File: config.mk
export PLATFORM = sky130hd
export DESIGN_NAME = scc_ram
export DESIGN_NICKNAME = d
export VERILOG_FILES = /design/src/sv/scc_ram.sv
export SDC_FILE = /design/constraint.sdc
export NUM_CORES = 2
export LEC_CHECK = 0
export ABC_AREA = 1
export BUFFER_PORTS_ARGS = -buffer_cell sky130_fd_sc_hd__clkbuf_2
export CORE_MARGIN = 8
export CORE_UTILIZATION = 40
export DETAILED_ROUTE_END_ITERATION = 16
export PLACE_DENSITY = 0.55
export SETUP_SLACK_MARGIN = 0.05
export SLEW_MARGIN = 25
export SYNTH_ARGS = -nofsm -noshare
export SYNTH_HDL_FRONTEND = slang
export SYNTH_SLANG_ARGS = --single-unit
File: constraint.sdc
create_clock -name i_clk -period 3.6 [get_ports i_clk]
set_input_delay 0.36 -clock i_clk [delete_from_list [all_inputs] [get_ports i_clk]]
set_output_delay 0.36 -clock i_clk [all_outputs]
set_load 0.1 [all_outputs]
File: src/sv/scc_ram.sv
`default_nettype none
// ----------------------------------------------------------------------------
// scc_ram
// Generic single-write, single-read RAM with a registered read port.
// ----------------------------------------------------------------------------
module scc_ram #(
    parameter int WIDTH = 8,
    parameter int DEPTH = 256
) (
    input  wire logic                                        i_clk,
    input  wire logic                                        i_we,
    input  wire logic [((DEPTH > 1) ? $clog2(DEPTH) : 1)-1:0] i_waddr,
    input  wire logic [WIDTH-1:0]                            i_wdata,
    input  wire logic [((DEPTH > 1) ? $clog2(DEPTH) : 1)-1:0] i_raddr,
    output logic      [WIDTH-1:0]                            o_rdata
);

    logic [WIDTH-1:0] r_mem [DEPTH];

    always_ff @(posedge i_clk) begin
        if (i_we) begin
            r_mem[i_waddr] <= i_wdata;
        end
        o_rdata <= r_mem[i_raddr];
    end

endmodule
`default_nettype wire

==> flow_summary.html <==
<table>
<tr><th>Metric</th><th>Value</th></tr>
<tr><th colspan="2">Run status</th></tr>
<tr><td>Status</td><td>completed</td></tr>
<tr><th colspan="2">Logic synthesis</th></tr>
<tr><td>Top cells by count, synth</td><td>2123 x sky130_fd_sc_hd__nand2_1, 2048 x sky130_fd_sc_hd__edfxtp_1, 2019 x sky130_fd_sc_hd__nand3_1</td></tr>
<tr><td>Ys flop type</td><td>sky130_fd_sc_hd__edfxtp_1</td></tr>
<tr><td>Library cell with the largest summed area after synthesis</td><td>sky130_fd_sc_hd__edfxtp_1</td></tr>
<tr><td>#FFs+latches synth</td><td>2056</td></tr>
<tr><td>Top area cells in the synthesized netlist</td><td>sky130_fd_sc_hd__edfxtp_1 74%, sky130_fd_sc_hd__nand3_1 12%, sky130_fd_sc_hd__nand2_1 9.6%</td></tr>
<tr><td>Syn. warnings</td><td>0</td></tr>
<tr><td>Post-synth EDFFs</td><td>2048</td></tr>
<tr><td>Number of different library cells in the post-synthesis netlist</td><td>14</td></tr>
<tr><td>Portion of synthesized cell area occupied by the leading cell type</td><td>73.7%</td></tr>
<tr><td>Total standard cell area after synthesis</td><td>83400 µm²</td></tr>
<tr><td>Cell count after synthesis</td><td>7003</td></tr>
<tr><td>Async set-or-reset flop fraction in the synthesized netlist</td><td>0%</td></tr>
<tr><td>Post-synthesis sequential area ratio</td><td>73.9%</td></tr>
<tr><td>Mean cell area of the mapped netlist</td><td>11.9 µm²</td></tr>
<tr><td>Most instantiated library cell after synthesis</td><td>sky130_fd_sc_hd__nand2_1</td></tr>
<tr><td>Synthesized Nets</td><td>7029</td></tr>
<tr><th colspan="2">Die</th></tr>
<tr><td>Ports placed on the boundary</td><td>34</td></tr>
<tr><td>Core region area</td><td>207000 µm²</td></tr>
<tr><td>Placement row count</td><td>167</td></tr>
<tr><td>Overall die area</td><td>223000 µm²</td></tr>
<tr><td>Die boundary width</td><td>473 µm</td></tr>
<tr><td>Initial standard-cell utilization of the core</td><td>40.2%</td></tr>
<tr><td>Floorplan die height</td><td>473 µm</td></tr>
<tr><th colspan="2">Hold path</th></tr>
<tr><td>Worst hold path depth</td><td>1</td></tr>
<tr><td>Kind of path behind the tightest hold check</td><td>primary input to register</td></tr>
<tr><td>Hold path startpoint</td><td>i_wdata[7]</td></tr>
<tr><td>Min-Delay Endpoint</td><td>r_mem[159][7]$_DFFE_PP_</td></tr>
<tr><th colspan="2">Layout</th></tr>
<tr><td>Number of nets at the end of the flow</td><td>7140</td></tr>
<tr><td>Final core occ</td><td>45.6%</td></tr>
<tr><td>Filler Cell Count</td><td>18846</td></tr>
<tr><td>Post-Layout Cell Count</td><td>10066</td></tr>
<tr><td>Fraction of final layout cells sized beyond drive strength 1</td><td>9.17%</td></tr>
<tr><td>Area overhead of the layout relative to synthesis</td><td>13.4%</td></tr>
<tr><th colspan="2">Route</th></tr>
<tr><td>Detailed Routing Iterations Pass 1</td><td>6</td></tr>
<tr><td>First-iteration detailed-routing DRC count</td><td>6156</td></tr>
<tr><td>Post-detailed-route wirelength per cell</td><td>24.3 µm</td></tr>
<tr><td>Total via count after detailed routing</td><td>54604</td></tr>
<tr><td>Total DRC errors in the routed layout</td><td>0</td></tr>
<tr><td>Routed WL</td><td>245000 µm</td></tr>
<tr><td>Via density</td><td>5.42</td></tr>
<tr><td>Count of antenna-violating nets left after detailed routing</td><td>0</td></tr>
<tr><th colspan="2">Worst setup path</th></tr>
<tr><td>Worst setup EP type</td><td>register</td></tr>
<tr><td>Depth of the worst register-to-register path</td><td>10</td></tr>
<tr><td>Endpoint of the lowest-slack register-to-register path</td><td>o_rdata[4]$_DFF_P_</td></tr>
<tr><td>Worst Path Max Fanout</td><td>55</td></tr>
<tr><td>Worst flop-to-flop path startpoint</td><td>r_mem[135][4]$_DFFE_PP_</td></tr>
<tr><td>Data arrival at the endpoint of the critical path</td><td>3270 ps</td></tr>
<tr><td>Type of the setup path with the least slack</td><td>primary input to register</td></tr>
<tr><td>Type of element launching the critical path</td><td>primary input</td></tr>
<tr><td>Required time of the worst setup path</td><td>4320 ps</td></tr>
<tr><td>Flop-to-flop setup slack</td><td>1360 ps</td></tr>
<tr><th colspan="2">Power and ir drop</th></tr>
<tr><td>Ratio of total power to cell area</td><td>530 nW/µm²</td></tr>
<tr><td>Leakage power</td><td>32.9 nW</td></tr>
<tr><td>IR drop worst, VDD</td><td>0.555 mV</td></tr>
<tr><td>Total power</td><td>50.1 mW</td></tr>
<tr><th colspan="2">Global route</th></tr>
<tr><td>Vias in the first global route</td><td>52756</td></tr>
<tr><td>Met1 track demand over resource in global routing</td><td>29.7%</td></tr>
<tr><td>M3 GR Usage</td><td>3.56%</td></tr>
<tr><td>Antenna violations before repair</td><td>13</td></tr>
<tr><td>Busiest layer in global routing</td><td>met2</td></tr>
<tr><td>Remaining global-route overflow</td><td>0</td></tr>
<tr><td>Met2 GRT Util</td><td>34.5%</td></tr>
<tr><td>Total GRT Usage</td><td>21.3%</td></tr>
<tr><td>Largest net degree at the start of global routing</td><td>159</td></tr>
<tr><td>Wire length of the first global-routing pass</td><td>360000 µm</td></tr>
<tr><th colspan="2">Place</th></tr>
<tr><td>Number of I/O port buffers</td><td>33</td></tr>
<tr><td>Final RePlAce weighted congestion</td><td>0.859</td></tr>
<tr><td>Post-DP HPWL</td><td>142000 µm</td></tr>
<tr><td>Number of placed cells counting well taps</td><td>9691</td></tr>
<tr><th colspan="2">STA</th></tr>
<tr><td>Period minus WS final</td><td>2540 ps</td></tr>
<tr><td>Sum Neg Setup Slack</td><td>0 ps</td></tr>
<tr><td>Clk_skew</td><td>39.4 ps</td></tr>
<tr><td>Count of final hold-check violations</td><td>0</td></tr>
<tr><td>Setup violation total in the final timing report</td><td>0</td></tr>
<tr><td>Tightest hold margin</td><td>87.3 ps</td></tr>
<tr><td>Actual transition at the worst max-transition pin</td><td>1090 ps</td></tr>
<tr><td>Final max-slew violation count</td><td>0</td></tr>
<tr><td>Rel. slew slack</td><td>27.7%</td></tr>
<tr><td>Setup repair after global routing missed its margin</td><td>no</td></tr>
<tr><td>Peak Freq</td><td>393 MHz</td></tr>
<tr><td>Fin crit share</td><td>70.6%</td></tr>
<tr><th colspan="2">CTS</th></tr>
<tr><td>CTS Root Buffer Type</td><td>sky130_fd_sc_hd__clkbuf_16</td></tr>
<tr><td>CTS tree</td><td>done</td></tr>
<tr><td># resized after CTS</td><td>0</td></tr>
<tr><td>CTS H-tree lvls</td><td>4</td></tr>
<tr><td>Sinks on Clock Net</td><td>2056</td></tr>
<tr><td>Latest clock arrival within the worst-skew pair</td><td>840 ps</td></tr>
<tr><td>Number of buffers created by CTS</td><td>207</td></tr>
<tr><td>Clock Path Buffers</td><td>3</td></tr>
<tr><td>Clock transition at the register clock pins on the worst setup and hold paths after CTS</td><td>60 ps</td></tr>
<tr><th colspan="2">Job</th></tr>
<tr><td>Max capacitance violation total</td><td>0</td></tr>
</table>
## flip-flops by register name, summed over array words and instances, names as in the netlist
signal   cells
r_mem     2048
o_rdata      8
## kinds of logic (layout without fill, tap and decap cells)
group,count (synthesis),count (layout),share of synthesized area [%]
other,0,2,0
and+or+nand+nor,4425,4425,22.9
DFF,2056,2056,73.9
buffers and inverters,522,795,3.12
## layout by cell type (no fill, tap or decap)
cell type	count
sky130_fd_sc_hd__buf_12	66
sky130_fd_sc_hd__buf_6	1
sky130_fd_sc_hd__nand2_2	11
sky130_fd_sc_hd__clkbuf_8	3
sky130_fd_sc_hd__dfxtp_1	8
sky130_fd_sc_hd__clkbuf_16	209
sky130_fd_sc_hd__inv_1	34
sky130_fd_sc_hd__inv_16	1
sky130_fd_sc_hd__nand2_1	2112
sky130_fd_sc_hd__nand3_1	2019
sky130_fd_sc_hd__bufinv_16	11
sky130_fd_sc_hd__buf_2	1
sky130_fd_sc_hd__clkbuf_2	20
sky130_fd_sc_hd__clkinv_4	4
sky130_fd_sc_hd__clkinv_2	32
sky130_fd_sc_hd__buf_4	284
sky130_fd_sc_hd__edfxtp_1	2048
sky130_fd_sc_hd__buf_8	11
sky130_fd_sc_hd__clkinvlp_4	3
sky130_fd_sc_hd__diode_2	2
sky130_fd_sc_hd__inv_4	1
sky130_fd_sc_hd__dlygate4sd3_1	2
sky130_fd_sc_hd__clkinv_8	4
sky130_fd_sc_hd__inv_6	2
sky130_fd_sc_hd__inv_8	2
sky130_fd_sc_hd__nor2_1	283
sky130_fd_sc_hd__clkbuf_1	49
sky130_fd_sc_hd__inv_2	1
sky130_fd_sc_hd__clkinv_1	54
## timing repair
item / in CTS / in global routing
hold buffers: 2 / 0
buffers inserted: 0 / 0
endpoints found under the hold margin: 33 / 0
## power breakdown
group	total (mW)	internal, mW	switching [mW]
Sequential	26.4	26.4	0.0622
Combinational	3.23	0.776	2.46
Clock	20.4	11.4	9.01
Total	50.1	38.6	11.5
## final cells by class
type | count | area (µm²) | share of cell area (%)
repair buffers | 385 | 3750 | 3.97
clock buffers | 261 | 5460 | 5.77
flip-flops and latches | 2056 | 61700 | 65.2
clock inverters | 110 | 833 | 0.881
well taps | 2788 | 3490 | 3.69
diodes | 2 | 5.00 | 0.00529
inverters | 39 | 180 | 0.191
multi-input cells | 4425 | 19200 | 20.3
## how the worst max path moves through the flow
stage	slack, ps	cells after the start	start	to
3_3_place_gp	330	13	i_raddr[1]	o_rdata[4]$_DFF_P_
5_1_grt	1060	13	i_raddr[1]	o_rdata[4]$_DFF_P_
3_5_place_dp	320	13	i_raddr[1]	o_rdata[4]$_DFF_P_
2_1_floorplan	1750	4	i_we	r_mem[162][0]$_DFFE_PP_
6_report	1060	13	i_raddr[1]	o_rdata[4]$_DFF_P_
4_1_cts	1080	1	o_rdata[3]$_DFF_P_	o_rdata[3]
## layer usage
layer	routed length (µm)	part of all wire [%]
met1	105000	43
met2	115000	47
met3	17100	7.0
met4	7340	3.0
met5	12	0.0049
## worst max-delay path: stages
cell	delay, ps
sky130_fd_sc_hd__buf_8	150
sky130_fd_sc_hd__inv_8	400
sky130_fd_sc_hd__buf_12	320
sky130_fd_sc_hd__buf_4	360
sky130_fd_sc_hd__nand3_1	140
sky130_fd_sc_hd__nand3_1	150
sky130_fd_sc_hd__nand3_1	130
sky130_fd_sc_hd__nand3_1	100
sky130_fd_sc_hd__nand3_1	340
sky130_fd_sc_hd__nand3_1	410
sky130_fd_sc_hd__nand2_1	140
sky130_fd_sc_hd__nand2_1	140
sky130_fd_sc_hd__nand2_1	70
## stage by stage
stage,instance area (µm²),setup WS (ps)
final,94500,1060
after global routing,94500,1060
after CTS,94500,1080
after detailed placement,88200,325
after global placement,88200,328
after floorplan,83400,1750
Note: power is estimated with default switching activity, not from simulation.
